==> src/sv/slbcs_pkg.sv <==
`timescale 1ns / 1ps
`default_nettype none
// ----------------------------------------------------------------------------
// slbcs_pkg
// Shared types and constants of the status LED blink-code sequencer.
// ----------------------------------------------------------------------------
package slbcs_pkg;

  // duration registers
  localparam int unsigned DUR_W      = 10;
  localparam int unsigned CFG_IDX_W  = 3;
  localparam int unsigned DEF_SLOTS  = 16;

  localparam logic [DUR_W-1:0] RST_SHORT_ON  = 10'd90;
  localparam logic [DUR_W-1:0] RST_SHORT_OFF = 10'd170;
  localparam logic [DUR_W-1:0] RST_LONG_ON   = 10'd520;
  localparam logic [DUR_W-1:0] RST_LONG_OFF  = 10'd220;
  localparam logic [DUR_W-1:0] RST_LEAD_GAP  = 10'd300;

  // register indexes on the configuration port
  localparam logic [CFG_IDX_W-1:0] CFG_SHORT_ON  = 3'd0;
  localparam logic [CFG_IDX_W-1:0] CFG_SHORT_OFF = 3'd1;
  localparam logic [CFG_IDX_W-1:0] CFG_LONG_ON   = 3'd2;
  localparam logic [CFG_IDX_W-1:0] CFG_LONG_OFF  = 3'd3;
  localparam logic [CFG_IDX_W-1:0] CFG_LEAD_GAP  = 3'd4;

  // item operation codes
  typedef enum logic [1:0] {
    OP_TICK     = 2'd0,
    OP_ENDPOINT = 2'd1,
    OP_PROFILE  = 2'd2,
    OP_SHOW     = 2'd3
  } op_e;

  // set of pulse durations
  typedef struct packed {
    logic [DUR_W-1:0] brief_on;
    logic [DUR_W-1:0] brief_off;
    logic [DUR_W-1:0] long_on;
    logic [DUR_W-1:0] long_rest;
    logic [DUR_W-1:0] lead_pause;
  } dur_set_t;

  // compact description of the pattern being played
  typedef struct packed {
    logic       is_tr;      // transport pattern with leading long pulse
    logic [4:0] short_cnt;  // number of short pairs
    logic       suffix;     // trailing long pair present
  } pat_desc_t;

endpackage : slbcs_pkg
`default_nettype wire

==> src/sv/slbcs_dur.sv <==
`timescale 1ns / 1ps
`default_nettype none
// ----------------------------------------------------------------------------
// slbcs_dur
// Duration lookup: gives the time of one step of the current pattern from
// the pattern description and the durations captured when it was built.
// ----------------------------------------------------------------------------
module slbcs_dur
  import slbcs_pkg::*;
#(
  parameter int unsigned PATTERN_SLOTS = DEF_SLOTS
) (
  input  logic [$clog2(PATTERN_SLOTS+1)-1:0] pos_i,
  input  pat_desc_t                          desc_i,
  input  dur_set_t                           durs_i,
  output logic [DUR_W-1:0]                   dur_o
);

  localparam int unsigned PW   = $clog2(PATTERN_SLOTS + 1);
  localparam int unsigned CMPW = (PW > 6) ? PW : 6;

  logic [CMPW-1:0] pair_idx;
  logic [CMPW-1:0] short_end;
  logic            odd;
  logic            is_lead;

  // pair index and the pair where the short pulses stop
  assign pair_idx  = CMPW'(pos_i[PW-1:1]);
  assign odd       = pos_i[0];
  assign short_end = desc_i.is_tr ? CMPW'({1'b0, desc_i.short_cnt} + 6'd1)
                                  : CMPW'(desc_i.short_cnt);
  assign is_lead   = desc_i.is_tr && (pair_idx == '0);

  // select the on or off time of the pair kind
  always_comb begin
    if (is_lead) begin
      dur_o = odd ? durs_i.lead_pause : durs_i.long_on;
    end else if (pair_idx < short_end) begin
      dur_o = odd ? durs_i.brief_off : durs_i.brief_on;
    end else begin
      dur_o = odd ? durs_i.long_rest : durs_i.long_on;
    end
  end

endmodule : slbcs_dur
`default_nettype wire

==> src/sv/slbcs_core.sv <==
`timescale 1ns / 1ps
`default_nettype none
// ----------------------------------------------------------------------------
// slbcs_core
// Playback state and its update for one item: countdown, step position,
// LED level, transport tracking and pattern rebuild on events.
// ----------------------------------------------------------------------------
module slbcs_core
  import slbcs_pkg::*;
#(
  parameter int unsigned PATTERN_SLOTS = DEF_SLOTS
) (
  input  logic       clk_i,
  input  logic       rst_ni,
  input  logic       accept_i,
  input  op_e        op_i,
  input  logic       transport_i,
  input  logic       applied_i,
  input  logic [3:0] prof_sel_i,
  input  logic       profile_open_i,
  input  dur_set_t   durs_i,
  output logic       led_on_o,
  output logic       busy_o
);

  localparam int unsigned PW         = $clog2(PATTERN_SLOTS + 1);
  localparam int unsigned CMPW       = (PW > 6) ? PW : 6;
  localparam int unsigned SLOTS_EVEN = (PATTERN_SLOTS / 2) * 2;

  pat_desc_t        desc_q, desc_d;
  dur_set_t         snap_q, snap_d;
  logic [PW-1:0]    len_q, len_d;
  logic [PW-1:0]    step_q, step_d;
  logic [DUR_W-1:0] rem_q, rem_d;
  logic             led_q, led_d;
  logic             prev_tr_q, prev_tr_d;
  logic             tr_known_q, tr_known_d;

  logic [DUR_W-1:0] dur_cur;
  logic [DUR_W-1:0] rem_dec;
  logic [DUR_W-1:0] first_dur;
  logic             tr_changed;
  logic             build;
  pat_desc_t        new_desc;
  logic [4:0]       total_pairs;
  logic [CMPW-1:0]  full_len;
  logic [CMPW-1:0]  kept_len;

  // duration of the step at the current position
  slbcs_dur #(
    .PATTERN_SLOTS(PATTERN_SLOTS)
  ) u_dur (
    .pos_i (step_q),
    .desc_i(desc_q),
    .durs_i(snap_q),
    .dur_o (dur_cur)
  );

  // description and length of a newly built pattern
  always_comb begin
    if (op_i == OP_PROFILE) begin
      new_desc.is_tr     = 1'b0;
      new_desc.short_cnt = {1'b0, prof_sel_i} + 5'd1;
      new_desc.suffix    = profile_open_i;
    end else begin
      new_desc.is_tr     = 1'b1;
      new_desc.short_cnt = transport_i ? 5'd2 : 5'd1;
      new_desc.suffix    = (op_i == OP_SHOW) ? !applied_i : 1'b0;
    end
    total_pairs = new_desc.short_cnt + {4'd0, new_desc.is_tr} + {4'd0, new_desc.suffix};
    full_len    = CMPW'({total_pairs, 1'b0});
    kept_len    = (full_len > CMPW'(SLOTS_EVEN)) ? CMPW'(SLOTS_EVEN) : full_len;
    first_dur   = new_desc.is_tr ? durs_i.long_on : durs_i.brief_on;
  end

  assign tr_changed = !tr_known_q || (transport_i != prev_tr_q);
  assign build      = accept_i && ((op_i == OP_PROFILE) || (op_i == OP_SHOW) ||
                                   ((op_i == OP_ENDPOINT) && tr_changed));
  assign rem_dec    = rem_q - 1'b1;

  // next state for one item
  always_comb begin
    desc_d     = desc_q;
    snap_d     = snap_q;
    len_d      = len_q;
    step_d     = step_q;
    rem_d      = rem_q;
    led_d      = led_q;
    prev_tr_d  = prev_tr_q;
    tr_known_d = tr_known_q;
    if (accept_i && (op_i == OP_ENDPOINT)) begin
      prev_tr_d  = transport_i;
      tr_known_d = 1'b1;
    end
    if (build) begin
      // new pattern, first step starts at once
      desc_d = new_desc;
      snap_d = durs_i;
      len_d  = kept_len[PW-1:0];
      step_d = PW'(1);
      led_d  = 1'b1;
      rem_d  = (first_dur == '0) ? DUR_W'(1) : first_dur;
    end else if (accept_i && (op_i == OP_TICK) && (rem_q != '0)) begin
      if (rem_dec != '0) begin
        rem_d = rem_dec;
      end else if (step_q < len_q) begin
        led_d  = ~step_q[0];
        step_d = step_q + 1'b1;
        rem_d  = (dur_cur == '0) ? DUR_W'(1) : dur_cur;
      end else begin
        led_d = 1'b0;
        rem_d = '0;
      end
    end
  end

  // state registers
  always_ff @(posedge clk_i or negedge rst_ni) begin
    if (!rst_ni) begin
      desc_q     <= '0;
      snap_q     <= '0;
      len_q      <= '0;
      step_q     <= '0;
      rem_q      <= '0;
      led_q      <= 1'b0;
      prev_tr_q  <= 1'b0;
      tr_known_q <= 1'b0;
    end else begin
      desc_q     <= desc_d;
      snap_q     <= snap_d;
      len_q      <= len_d;
      step_q     <= step_d;
      rem_q      <= rem_d;
      led_q      <= led_d;
      prev_tr_q  <= prev_tr_d;
      tr_known_q <= tr_known_d;
    end
  end

  // result after this item
  assign led_on_o = led_d;
  assign busy_o   = rem_d != '0;

  // lit LED always has a step timing
  a_led_busy: assert property (@(posedge clk_i) disable iff (!rst_ni)
    led_q |-> (rem_q != '0))
    else $error("LED lit with no step timing");

  // position never passes the pattern length
  a_step_len: assert property (@(posedge clk_i) disable iff (!rst_ni)
    step_q <= len_q)
    else $error("step position beyond pattern length");

  // a profile event starts a lit step in the next cycle
  a_profile_start: assert property (@(posedge clk_i) disable iff (!rst_ni)
    (accept_i && (op_i == OP_PROFILE)) |=> (led_q && (rem_q != '0) && (step_q == PW'(1))))
    else $error("profile event did not start playback");

  // a tick while idle leaves playback alone
  a_idle_tick: assert property (@(posedge clk_i) disable iff (!rst_ni)
    (accept_i && (op_i == OP_TICK) && (rem_q == '0)) |=>
      ($stable(step_q) && $stable(led_q) && (rem_q == '0)))
    else $error("idle tick changed playback state");

endmodule : slbcs_core
`default_nettype wire

==> src/sv/status_led_blink_code_sequencer.sv <==
`timescale 1ns / 1ps
`default_nettype none
// ----------------------------------------------------------------------------
// status_led_blink_code_sequencer
// Status LED blink-code player driven by millisecond ticks and events.
// ----------------------------------------------------------------------------
// One item is taken every clock cycle while the output register is empty or
// drains. Each item (tick, endpoint change, profile change or direct transport
// show) updates the playback state in a single pass and its result (LED level
// and busy flag) appears in the output register on the next cycle; that
// register is the only stage between input and output, and the input stays ready
// while the result waits as long as the downstream side takes it in the same cycle.
// Patterns are held as a short description plus the durations captured when
// the pattern was built, so configuration writes do not disturb playback.
module status_led_blink_code_sequencer
  import slbcs_pkg::*;
#(
  parameter int unsigned PATTERN_SLOTS = DEF_SLOTS
) (
  input  logic                 clk_i,
  input  logic                 rst_ni,
  // item input
  input  logic                 s_axis_tvalid,
  output logic                 s_axis_tready,
  input  logic [7:0]           s_axis_tdata,   // transport, applied, profile idx[3:0],
                                               // profile_open, zero pad
  input  logic [1:0]           s_axis_tuser,   // operation
  // result output
  output logic                 m_axis_tvalid,
  input  logic                 m_axis_tready,
  output logic [7:0]           m_axis_tdata,   // led_on, busy_res, zero pad
  // configuration write port
  input  logic                 cfg_we_i,
  input  logic [CFG_IDX_W-1:0] cfg_idx_i,
  input  logic [DUR_W-1:0]     cfg_wdata_i
);

  dur_set_t durs_q;
  logic     accept;
  logic     led_on;
  logic     busy;
  logic     out_valid_q, out_valid_d;
  logic     out_led_q, out_busy_q;

  // duration registers
  always_ff @(posedge clk_i or negedge rst_ni) begin
    if (!rst_ni) begin
      durs_q.brief_on   <= RST_SHORT_ON;
      durs_q.brief_off  <= RST_SHORT_OFF;
      durs_q.long_on    <= RST_LONG_ON;
      durs_q.long_rest  <= RST_LONG_OFF;
      durs_q.lead_pause <= RST_LEAD_GAP;
    end else if (cfg_we_i) begin
      unique case (cfg_idx_i)
        CFG_SHORT_ON:  durs_q.brief_on   <= cfg_wdata_i;
        CFG_SHORT_OFF: durs_q.brief_off  <= cfg_wdata_i;
        CFG_LONG_ON:   durs_q.long_on    <= cfg_wdata_i;
        CFG_LONG_OFF:  durs_q.long_rest  <= cfg_wdata_i;
        CFG_LEAD_GAP:  durs_q.lead_pause <= cfg_wdata_i;
        default: ;
      endcase
    end
  end

  // input handshake, free when the output register empties this cycle
  assign s_axis_tready = !out_valid_q || m_axis_tready;
  assign accept        = s_axis_tvalid && s_axis_tready;

  slbcs_core #(
    .PATTERN_SLOTS(PATTERN_SLOTS)
  ) u_core (
    .clk_i          (clk_i),
    .rst_ni         (rst_ni),
    .accept_i       (accept),
    .op_i           (op_e'(s_axis_tuser)),
    .transport_i    (s_axis_tdata[0]),
    .applied_i      (s_axis_tdata[1]),
    .prof_sel_i     (s_axis_tdata[5:2]),
    .profile_open_i (s_axis_tdata[6]),
    .durs_i         (durs_q),
    .led_on_o       (led_on),
    .busy_o         (busy)
  );

  // output register valid
  always_comb begin
    out_valid_d = out_valid_q;
    if (accept) begin
      out_valid_d = 1'b1;
    end else if (m_axis_tready) begin
      out_valid_d = 1'b0;
    end
  end

  always_ff @(posedge clk_i or negedge rst_ni) begin
    if (!rst_ni) begin
      out_valid_q <= 1'b0;
    end else begin
      out_valid_q <= out_valid_d;
    end
  end

  // result payload
  always_ff @(posedge clk_i) begin
    if (accept) begin
      out_led_q  <= led_on;
      out_busy_q <= busy;
    end
  end

  assign m_axis_tvalid = out_valid_q;
  assign m_axis_tdata  = {6'd0, out_busy_q, out_led_q};

endmodule : status_led_blink_code_sequencer
`default_nettype wire

==> config.mk <==
export PLATFORM = sky130hd
export DESIGN_NAME = status_led_blink_code_sequencer
export DESIGN_NICKNAME = d
export VERILOG_FILES = /design/src/sv/slbcs_pkg.sv /design/src/sv/slbcs_dur.sv /design/src/sv/slbcs_core.sv /design/src/sv/status_led_blink_code_sequencer.sv
export SDC_FILE = /design/constraint.sdc
export NUM_CORES = 1
export LEC_CHECK = 0
export ABC_AREA = 0
export BUFFER_PORTS_ARGS = -buffer_cell sky130_fd_sc_hd__buf_2
export CORE_MARGIN = 2
export CORE_UTILIZATION = 39
export DETAILED_ROUTE_END_ITERATION = 8
export PLACE_DENSITY_LB_ADDON = 0.08
export SYNTH_ARGS = -nofsm -noshare
export SYNTH_HDL_FRONTEND = slang
export SYNTH_SLANG_ARGS = --single-unit
==> constraint.sdc <==
create_clock -name clk_i -period 9.3 [get_ports clk_i]
set_clock_uncertainty 0.05 [all_clocks]
set_input_delay 0.93 -clock clk_i [delete_from_list [all_inputs] [get_ports clk_i]]
set_output_delay 0.93 -clock clk_i [all_outputs]
set_load 0.02 [all_outputs]
* Word level (Yosys, flattened, before mapping)
Cells that the tools add are included.
** Cells by class
- Bitwise operators :: 1
- $lt $le $gt $ge :: 3
- Add/sub/neg operators :: 6
- Eq/ne operators :: 9
- Reduce and logical (&&, ||, !) cells :: 31
- Multiplexer cells :: 27
** Operator list (number)
- $mux 10 :: 12
- $reduce_bool 10->1 :: 3
- $mux 5 :: 5
- $logic_not 10->1 :: 2
- $add 5x1->5 :: 2
- $reduce_and 2->1 :: 5
- $sub 10x1->10 const B :: 1
- $logic_and 1x1->1 :: 7
- $mux 1 :: 7
- $mux 7 :: 1
- $add 5x1->6 const B :: 1
- $eq 3x2->1 const B :: 2
- $gt 6x5->1 const B :: 1
- $logic_not 6->1 :: 1
- $lt 4x6->1 :: 1
- $mux 6 :: 1
- $reduce_bool 2->1 :: 3
- $add 4x1->5 const B :: 1
- $add 5x1->5 const B :: 1
- $lt 5x5->1 :: 1
- $eq 2x2->1 const B :: 2
- $logic_or 1x1->1 :: 4
- $eq 3x1->1 const B :: 1
- $eq 3x3->1 const B :: 1
- other kinds (9) :: 11
** Storage, ports and cells
- Input port bits :: 28
- Output and inout port bits :: 10
- Register bits after elaboration :: 132
- Word-level logic and storage cells :: 98

* Longest topological paths before layout
Gate-level depths: netlist of run 1.
- Word-level depth :: 12
- Gate-level depth with buffers :: 12

* Cells and area by module
A second synthesis of run 1 with hierarchy kept.
** Unflattened totals
- Cell total of the unflattened synthesis :: 685
- Area, all modules :: 6860.3 um^2
** By module, submodules not included
- slbcs_core :: times used 1, sequential area each 1976.9 um^2, cells each 462, area an instance 3967.6 um^2
- status_led_blink_code_sequencer :: times used 1, sequential area each 1360.1 um^2, cells each 125, area an instance 2225.9 um^2
- slbcs_dur :: times used 1, sequential area each 0.0 um^2, cells each 98, area an instance 666.9 um^2

* Least setup slack after synthesis of run 1
Ideal clock, no wire load.
- Path type :: in2reg
- Start point :: input m_axis_tready
- End point :: register out_busy_q, data pin
- Cell stages on the path :: 10
- Data required time :: 8.978 ns
- Slack :: 5.498 ns
- Arrival :: 3.480 ns
- Library setup time :: 0.272 ns
- Cells stage by stage :: nand2b_1 > and2_1 > clkbuf_1 > and3_1 > clkbuf_1 > clkbuf_1 > nand3_1 > o31a_1 > or4_1 > or4_1
** On the way
- Word-level cells in the longest chain between the ends :: 7
- Elaborated cells on any way between the ends :: 8
- Classes of those cells :: mux (2); reduce/logical (6)
** Ends and longest elaborated chain
- from (decl) :: RTL line status_led_blink_code_sequencer.sv:30 : input logic m_axis_tready,
- $logic_or 1x1->1 * :: RTL line status_led_blink_code_sequencer.sv:66 : assign s_axis_tready = !out_valid_q || m_axis_tready;
- $logic_and 1x1->1 * :: RTL line status_led_blink_code_sequencer.sv:67 : assign accept = s_axis_tvalid && s_axis_tready;
- net accept :: RTL line status_led_blink_code_sequencer.sv:39 : logic accept;
- $logic_and 1x1->1 (2 in a row) :: RTL line slbcs_core.sv:103 : end else if (accept_i && (op_i == OP_TICK) && (rem_q != '0)) begin
- $mux 10 :: RTL line slbcs_core.sv:103
- $mux 10 * :: RTL line slbcs_core.sv:95 : if (build) begin
- net u_core.rem_d[9] :: RTL line slbcs_core.sv:34 : logic [DUR_W-1:0] rem_q, rem_d;
- $reduce_bool 10->1 * :: RTL line slbcs_core.sv:142 : assign busy_o = rem_d != '0;
- net busy :: RTL line status_led_blink_code_sequencer.sv:41 : logic busy;
- to (signal assigned) :: RTL line status_led_blink_code_sequencer.sv:107 : out_busy_q <= busy;
- to (decl) :: RTL line status_led_blink_code_sequencer.sv:43 : logic out_led_q, out_busy_q;
Mark *: on every way through the listed nets, which the timed path passes. The rest lies on a longest branch.
A chain may end at the register's enable or synchronous reset.

* Worst setup path in the final report of run 1
- Start point :: register u_core.desc_q[1] in the netlist's numbering
- End point :: register out_busy_q, data pin
** On the way
- Word-level cells in the longest chain between the ends :: 12
** Ends and longest elaborated chain
- from (decl) :: RTL line slbcs_core.sv:30 : pat_desc_t desc_q, desc_d;
- from (signal assigned) :: RTL line slbcs_core.sv:129 : desc_q <= desc_d;
- $add 5x1->6 :: RTL line slbcs_dur.sv:30 : assign short_end = desc_i.is_tr ? CMPW'({1'b0, desc_i.short_cnt} + 6'd1)
- $mux 6 * :: RTL line slbcs_dur.sv:30
- $lt 4x6->1 * :: RTL line slbcs_dur.sv:38 : end else if (pair_idx < short_end) begin
- $mux 10 * :: RTL line slbcs_dur.sv:38
- $mux 10 * :: RTL line slbcs_dur.sv:36 : if (is_lead) begin
- $logic_not 10->1 :: RTL line slbcs_core.sv:109 : rem_d = (dur_cur == '0) ? DUR_W'(1) : dur_cur;
- $mux 10 * :: RTL line slbcs_core.sv:109
- $mux 10 * :: RTL line slbcs_core.sv:106 : end else if (step_q < len_q) begin
- $mux 10 * :: RTL line slbcs_core.sv:104 : if (rem_dec != '0) begin
- $mux 10 * :: RTL line slbcs_core.sv:103
- $mux 10 * :: RTL line slbcs_core.sv:95
- net u_core.rem_d[9] :: RTL line slbcs_core.sv:34
- $reduce_bool 10->1 * :: RTL line slbcs_core.sv:142
- net busy :: RTL line status_led_blink_code_sequencer.sv:41
Marked as above.

==> results.toml, run 1 <==
[timing]
fmax_mhz = 219
setup_violations = 0
period_share_pct = 49.2
slew-limit-headroom_pct = 30.5
drv_slew = 0
tns_ns = 0
tightest_slew_ns = 1.04
hold_viol = 0
finalCriticalPeriod_ns = 4.58
rsz0062_at_grt = "false"

[critical_path]
r2r-start = "u_core.desc_q[1]"
worstReg2RegEnd = "out_busy_q"
critPathArrivalTime_ns = 4.65
critPathRequiredTime_ns = 9.38
r2r_setup_slack_ns = 4.72
rr_worst_depth = 12
setup.worst_path.end = "out_busy_q"
criticalPathCategory = "register to register"
crit_start = "u_core.desc_q[1]"
worstSetupEndpointType = "register"
crit_path_start_kind = "register"
crit_fanout = 8

[routing]
wl_microns = 17800
first_iter_violations = 281
wl_per_cell_microns = 18.7
post-route-drc-count = 0
vias = 5207
ant_nets = 0
drt-vias-per-instance = 5.46
drt_pass1_iterations = 5

[placed_design]
gp_congestion = 0.868
hpwl_microns = 11900
port_buffers = 30

[logic_synthesis]
synth_top_cell_area_share_pct = 40.7
yosys_warnings = 0
synth_ff_type = "dfrtp_1"
syn_inst = 693
synth.avg_cell_area_sq_um = 9.76
synthArstFlopShare_pct = 98.5
synth_cell_types = 68
synth-seq-cells = 131
ys_seq_area_share_pct = 49.0
ys_top_cells_by_area = "dfrtp_1 41%, nand2_1 11%, mux2_2 9.0%"
synth.largest_area_cell = "dfrtp_1"
mappedNetlistArea_sq_um = 6760
synth-edff-count = 2

[grt]
antenna_found_initial = 2
groute.usage.overall_pct = 21.0
grt_pass1_wl_microns = 29100
grt_max_degree = 71
overflow = 0
grt_pass1_vias = 5304

[cells_and_area]
fin_util_pct = 44.6
fin_nets = 757
syn_to_final_growth_pct = 13.0
antenna_cells = 0
layout-drive-gt1-share_pct = 21.7
fillers = 1658

[floorplanning]
die_h_microns = 136
io_pins = 38
die-area_sq_um = 18400
initial_core_util_pct = 39.5
rows = 48
core_area_sq_um = 17100
die_w_microns = 136

[clock_tree]
cts_tree = "built"
hold_buffers = 0
cts_made_buffers = 17
cts_buffer_depth = 2
numClockSinks = 131
cts-root-buf = "clkbuf_16"
clk_pin_slew_worst_paths_ns = 0.06
cts_setup_buffers = 0
htreeDepth = 4
clk_latency_ns = 0.42
post_cts_resized = 0

[power]
power-per-cell-area_nw_per_um2 = 250
power_switching_uw = 629
combPwrFrac_pct = 23.2
sw_frac_of_total_pct = 32.9
seq_power_share_pct = 44.2
p_int_uw = 1280
ir_worst_vdd_uv = 149
power.leakage_uw = 0.00345
pwr-share-clk_pct = 32.6

[run]
cap_violations = 0

[run_status]
status = "completed"

[hold_path]
hp-class = "register to register"
==> cell type report <==
class / instances / area, sq um / area share (%)
Sequential cell: 131 / 3310 / 43.3
Multi-Input combinational cell: 516 / 3240 / 42.4
Clock buffer: 20 / 437 / 5.71
Tap cell: 225 / 282 / 3.68
Timing Repair Buffer: 39 / 220 / 2.88
Clock inverter: 12 / 110 / 1.44
Inverter: 11 / 41.3 / 0.540
==> per-layer routing <==
metal | vias up | GRT usage (%) | part of all wire [%]
met4 | 4 | 6.94 | 1.6
li1 | 2457 | - | -
met5 | - | 0 | 0.17
met3 | 22 | 5.16 | 4.8
met2 | 119 | 33.8 | 47
met1 | 2605 | 27.7 | 46
==> stage by stage <==
stage               instance area [sq um]  power [uW]  hold WS, ns  std cells  setup WS (ns)
floorplan                            6780        1150        0.383        698           5.50
global placement                     7090        1280        0.392        922           4.61
detailed placement                   7090        1300        0.400        922           4.57
CTS                                  7640        1930        0.414        954           4.75
global route                         7640        2030        0.442        954           4.49
finish                               7640        1910        0.411        954           4.72
==> registers in the layout (all words and copies together), names as in the netlist <==
name and count:
out_busy_q 1, u_core.desc_q 6, u_core.len_q 4, u_core.tr_known_q 1, u_core.step_q 5, u_core.prev_tr_q 1
out_led_q 1, m_axis_tvalid 1, durs_q 50, u_core.led_q 1, u_core.snap_q 50, u_core.rem_q 10
==> power groups by stage <==
stage / Clock [uW] / Sequential, uW / Combinational [uW]
4_1_cts: 639 / 845 / 446
6_report: 623 / 845 / 443
5_1_grt: 666 / 865 / 503
3_3_place_gp: 0 / 849 / 435
3_5_place_dp: 0 / 854 / 444
2_1_floorplan: 0 / 806 / 342
==> layout by cell type (no fill, tap or decap), drive strengths merged, types with 11 or more instances in the layout <==
master,n
nor3,17
clkbuf,20
mux2i,22
nand3,17
inv,13
nand2,191
buf,39
nor2,30
dfrtp,110
dfstp,19
mux2,55
o21ai,24
ha,12
nor4,11
a21oi,16
==> cell families after synthesis <==
group,synth area share [%]
xor gates and xnor gates,1.81
muxes,13.1
and+or+nand+nor,21.0
adders and majority gates,2.52
buffers and inverters,3.46
AOI/OAI and AO/OA,9.01
other,0.0555
DFF,49.0
==> how the worst min path moves through the flow <==
stage | startpoint | to | cells past startpoint
after global placement | durs_q[19] | u_core.snap_q[19] | 2
after global routing | u_core.snap_q[45] | u_core.snap_q[45] | 2
after detailed placement | durs_q[7] | u_core.snap_q[7] | 2
final | durs_q[10] | u_core.snap_q[10] | 2
after floorplan | durs_q[10] | u_core.snap_q[10] | 2
after CTS | durs_q[7] | u_core.snap_q[7] | 2
==> synth_stat cells, types with 10 or more instances <==
master      n
ha_1       12
nor4_1     11
nand3_1    16
mux2i_1    22
inv_1      10
mux2_2     54
clkbuf_1   22
nand2_1   191
dfstp_2    19
a21oi_1    16
nor3_1     16
o21ai_0    24
dfrtp_1   110
nor2_1     30
==> critical path: stages (launching register included) <==
cell and delay (ns):
dfrtp_1 0.43, ha_1 0.20, nand2_1 0.07, xor2_1 0.16
ha_1 0.20, nor4_1 0.43, a221o_1 0.56, nor2_1 0.26
o21ai_0 0.37, a211oi_1 0.13, o31a_1 0.31, or4_1 0.54
or4_1 0.58
(Power assumes the default switching activity.)
==> inputs of run 2 (changes only) <==
==> constraint.sdc (replaced) <==
create_clock -name clk_i -period 4.6 [get_ports clk_i]
set_clock_uncertainty 0.05 [all_clocks]
set_input_delay 0.46 -clock clk_i [delete_from_list [all_inputs] [get_ports clk_i]]
set_output_delay 0.46 -clock clk_i [all_outputs]
set_load 0.02 [all_outputs]
==> run 2 against run 1 <==
First-iteration DRC count grew 13%. Non-clock buffer count rose by 7. Critical path depth is the same. Register-to-register slack lost 4.4 ns. Combinational power is 110% higher. Setup slack got worse by 4.4 ns. Sequential share of layout area fell by 0.73 points. Final cell count grew 0.73%. Critical endpoint unchanged. Largest cell class unchanged. Largest power group unchanged.
==> results.toml, run 2 (same netlist as run 1, synthesis figures left out) <==
[clock_tree]
cts_setup_buffers = 0
cts_buffer_depth = 2
htreeDepth = 4
cts_made_buffers = 17
clk_latency_ns = 0.42
cts-root-buf = "clkbuf_16"
numClockSinks = 131
post_cts_resized = 0
clk_pin_slew_worst_paths_ns = 0.06
hold_buffers = 0
cts_tree = "built"

[placed_design]
hpwl_microns = 12700
port_buffers = 30
gp_congestion = 0.919

[critical_path]
cp_num_buf_inv = 0
r2r_setup_slack_ns = 0.31
crit_fanout = 9
criticalPathCategory = "register to register"
slowest_stage = "a221oi_2"
cp_slowest_stage_delay_ns = 0.92
critPathArrivalTime_ns = 4.37
crit_chain = "ha_1 > nand2_1 > xor2_1 > ha_1 > o21ai_0 > a221oi_2 > a31oi_1 > o21ai_0 > a211oi_1 > o31a_1 > or4_1 > or4_1"
crit_family = "compound AO/OA/AOI/OAI gates"
crit_start = "u_core.desc_q[1]"
worstSetupEndpointType = "register"
critPathRequiredTime_ns = 4.69
crit_path_start_kind = "register"
r2r-start = "u_core.desc_q[1]"

[routing]
wl_met3_microns = 854
post-route-drc-count = 0
drt_pass1_iterations = 6
top_layer = "met5"
drt-vias-per-instance = 5.42
vias = 5207
first_iter_violations = 317
wl_met1_microns = 8660
wl_met2_microns = 8240
wl_microns = 18100
ant_nets = 0
wl_per_cell_microns = 18.9

[power]
power_uw = 4070
power-per-cell-area_nw_per_um2 = 523
ir_worst_vdd_uv = 277
power.leakage_uw = 0.00352

[timing]
drv_slew = 0
tightest_slew_ns = 1.08
setup_violations = 0
slew-limit-headroom_pct = 28.0
period_share_pct = 93.2
tns_ns = 0
fmax_mhz = 233
finalCriticalPeriod_ns = 4.29
hold_viol = 0
rsz0062_at_grt = "false"

[cells_and_area]
mostFrequentLayoutCells = "191 x nand2_1, 110 x dfrtp_1, 54 x mux2_2, 30 x nor2_1, 29 x buf_2"
top_regs = "durs_q (50), u_core.snap_q (50), u_core.rem_q (10)"
fin_nets = 764
antenna_cells = 0
layout-drive-gt1-share_pct = 22.8
layout_commonest_cell = "nand2_1"
syn_to_final_growth_pct = 15.0

[grt]
groute.usage.overall_pct = 21.2
overflow = 0
grt_pass1_wl_microns = 29300
grt_max_degree = 70
antenna_found_initial = 2
grt_pass1_vias = 5176

[floorplanning]
initial_core_util_pct = 39.5
die_w_microns = 136
rows = 48
die_h_microns = 136
die-area_sq_um = 18400
core_area_sq_um = 17100
io_pins = 38

[hold_path]
hp-class = "input pin to asynchronous set/reset pin"

[run_status]
status = "completed"

[run]
cap_violations = 0
run 2: power by group:
| part | switching (uW) | internal (uW) | total [uW] |
|---|---|---|---|
| clock network | 540 | 890 | 1430 |
| registers | 255 | 1470 | 1720 |
| logic | 518 | 399 | 917 |
run 2: metal layers:
metal / vias to the layer above / GRT usage, %
met5: - / 0
met4: 4 / 6.48
li1: 2480 / -
met3: 24 / 4.45
met2: 125 / 33.0
met1: 2574 / 29.8
run 2: path summary, 6_finish.rpt:
path | end | cells after the start
worst max-delay path | out_busy_q | 12
worst min-delay path | u_core.len_q[2] | 1
worst max register to register | out_busy_q | 12
worst min register to register | u_core.snap_q[18] | 2
max in group asynchronous | durs_q[14] | 2
min in group clk_i | m_axis_tvalid | 2
run 2: area by class of cell:
cell class / count / area (sq um)
well taps: 225 / 282
flip-flops and latches: 131 / 3310
fillers: 1669 / 9340
clock buffers: 19 / 453
inverters: 11 / 41.3
clock inverters: 13 / 173
multi-input cells: 516 / 3240
repair buffers: 46 / 273
run 2: per-stage QoR:
step                      setup WS (ns)  util (%)  hold WS, ns  area (sq um)  cells
final                             0.313      45.4        0.107          7770    961
after global routing             0.0255      45.4        0.170          7770    961
after CTS                         0.401      45.4        0.133          7770    961
after detailed placement          0.433      41.8        0.400          7150    929
after global placement            0.468      41.8        0.395          7150    929
after floorplan                   0.857         -        0.114          6780    698
==> inputs of run 3 (changes only) <==
--- a/config.mk
+++ b/config.mk
@@ -8,7 +8,7 @@
 export ABC_AREA = 0
 export BUFFER_PORTS_ARGS = -buffer_cell sky130_fd_sc_hd__buf_2
 export CORE_MARGIN = 2
-export CORE_UTILIZATION = 39
+export CORE_UTILIZATION = 40
 export DETAILED_ROUTE_END_ITERATION = 8
 export PLACE_DENSITY_LB_ADDON = 0.08
 export SYNTH_ARGS = -nofsm -noshare
==> run 3 against run 2 <==
Setup slack got worse by 0.21 ns. First-iteration DRC count increased by 34%. Largest power group unchanged. Critical endpoint unchanged. Core utilization up 1.6 points. Routed wire length shrank 4.2%.
==> results.toml, run 3 (same netlist as run 1, synthesis figures left out) <==
[run_status]
status = "completed"

[grt]
grt_pass1_wl_microns = 27800
antenna_found_initial = 0
grt_max_degree = 66
grt_pass1_vias = 5119
groute.usage.overall_pct = 20.2
overflow = 0

[floorplanning]
core_area_sq_um = 16500
die_h_microns = 134
rows = 47
io_pins = 38
die_w_microns = 134
initial_core_util_pct = 40.9
die-area_sq_um = 18000

[power]
power-per-cell-area_nw_per_um2 = 525
power_switching_uw = 1260
ir_worst_vdd_uv = 281
p_int_uw = 2820
sw_frac_of_total_pct = 30.9
seq_power_share_pct = 41.9
power.leakage_uw = 0.00351
pwr-share-clk_pct = 36.1
combPwrFrac_pct = 22.0

[critical_path]
cp_slowest_stage_delay_ns = 0.54
crit_fanout = 8
criticalPathCategory = "register to register"
crit_family = "compound AO/OA/AOI/OAI gates"
worstSetupEndpointType = "register"
slowest_stage = "a221o_1"
crit_path_start_kind = "register"
critPathRequiredTime_ns = 4.69
critPathArrivalTime_ns = 4.58
crit_chain = "ha_1 > mux2i_1 > ha_1 > o21ai_0 > a221o_1 > nor2_2 > mux4_2 > a2111oi_0 > a21oi_1 > or4_1 > or4_1"
cp_num_buf_inv = 0

[timing]
fmax_mhz = 223
slew-limit-headroom_pct = 43.2
hold_viol = 0
setup_slack_ns = 0.107
drv_slew = 0
rsz0062_at_grt = "false"
setup_violations = 0
tns_ns = 0
finalCriticalPeriod_ns = 4.49
period_share_pct = 97.7
tightest_slew_ns = 0.851

[routing]
ant_nets = 0
wl_microns = 17400
drt_pass1_iterations = 5
vias = 5234
wl_per_cell_microns = 18.3
drt-vias-per-instance = 5.50
first_iter_violations = 425
post-route-drc-count = 0

[cells_and_area]
fillers = 1569
top_regs = "durs_q (50), u_core.snap_q (50), u_core.rem_q (10)"
antenna_cells = 0
mostFrequentLayoutCells = "191 x nand2_1, 110 x dfrtp_1, 54 x mux2_2, 29 x nor2_1, 29 x buf_2"
layout_commonest_cell = "nand2_1"
fin_nets = 760
fin_util_pct = 47.0
layout-drive-gt1-share_pct = 22.2
syn_to_final_growth_pct = 14.9

[clock_tree]
clk_latency_ns = 0.42
cts_tree = "built"
hold_buffers = 0
cts_made_buffers = 17
numClockSinks = 131
clk_pin_slew_worst_paths_ns = 0.06
htreeDepth = 4
cts_buffer_depth = 2
cts-root-buf = "clkbuf_16"

[placed_design]
port_buffers = 30
gp_congestion = 0.859
hpwl_microns = 11800
pre_cts_slack_ns = 0.126

[run]
cap_violations = 0

[hold_path]
hp-class = "input pin to asynchronous set/reset pin"
[run 3: worst paths after layout]
kind / cells past startpoint / slack, ns / start / to
max: 11 / 0.11 / u_core.desc_q[1] / out_busy_q
min: 1 / 0.09 / rst_ni / u_core.len_q[2]
max reg2reg: 11 / 0.11 / u_core.desc_q[1] / out_busy_q
min reg2reg: 2 / 0.41 / durs_q[9] / u_core.snap_q[9]
max in group asynchronous: 2 / 3.40 / rst_ni / durs_q[12]
min in group clk_i: 2 / 0.23 / s_axis_tvalid / m_axis_tvalid
[run 3: what timing repair did]
action | 4_1_cts | 5_1_grt
gates resized for setup | 0 | 1
setup endpoints to repair | 0 | 1
setup buffers | 0 | 0
[run 3: power groups by stage]
stage / sequential (uW) / combinational, uW / clock, uW
global placement: 1720 / 870 / 0
detailed placement: 1730 / 892 / 0
floorplan: 1630 / 692 / 0
CTS: 1710 / 899 / 1500
finish: 1710 / 897 / 1470
global route: 1750 / 1010 / 1560
[run 3: cell type report]
| cell class | count | area, sq um | area share [%] |
|---|---|---|---|
| Clock buffer | 19 | 433 | 5.58 |
| Clock inverter | 12 | 206 | 2.66 |
| Inverter | 11 | 41.3 | 0.532 |
| Multi-Input combinational cell | 516 | 3240 | 41.7 |
| Sequential cell | 131 | 3310 | 42.7 |
| Tap cell | 220 | 275 | 3.54 |
| Timing Repair Buffer | 42 | 255 | 3.29 |
[run 3: layer usage]
| metal | wire length [microns] | track usage, % | vias up |
|---|---|---|---|
| met3 | 824 | 4.20 | 26 |
| met5 | 0 | 0 | - |
| met4 | 294 | 6.86 | 0 |
| li1 | - | - | 2466 |
| met1 | 8240 | 28.1 | 2590 |
| met2 | 8010 | 31.7 | 152 |
[run 3: per-stage QoR]
step	power, uW	instances	cell area (sq um)	hold slack, ns
final	4080	951	7760	0.0853
after global placement	2590	920	7120	0.394
after floorplan	2320	698	6780	0.114
after global routing	4320	951	7760	0.152
after CTS	4110	951	7760	0.115
after detailed placement	2620	920	7120	0.402
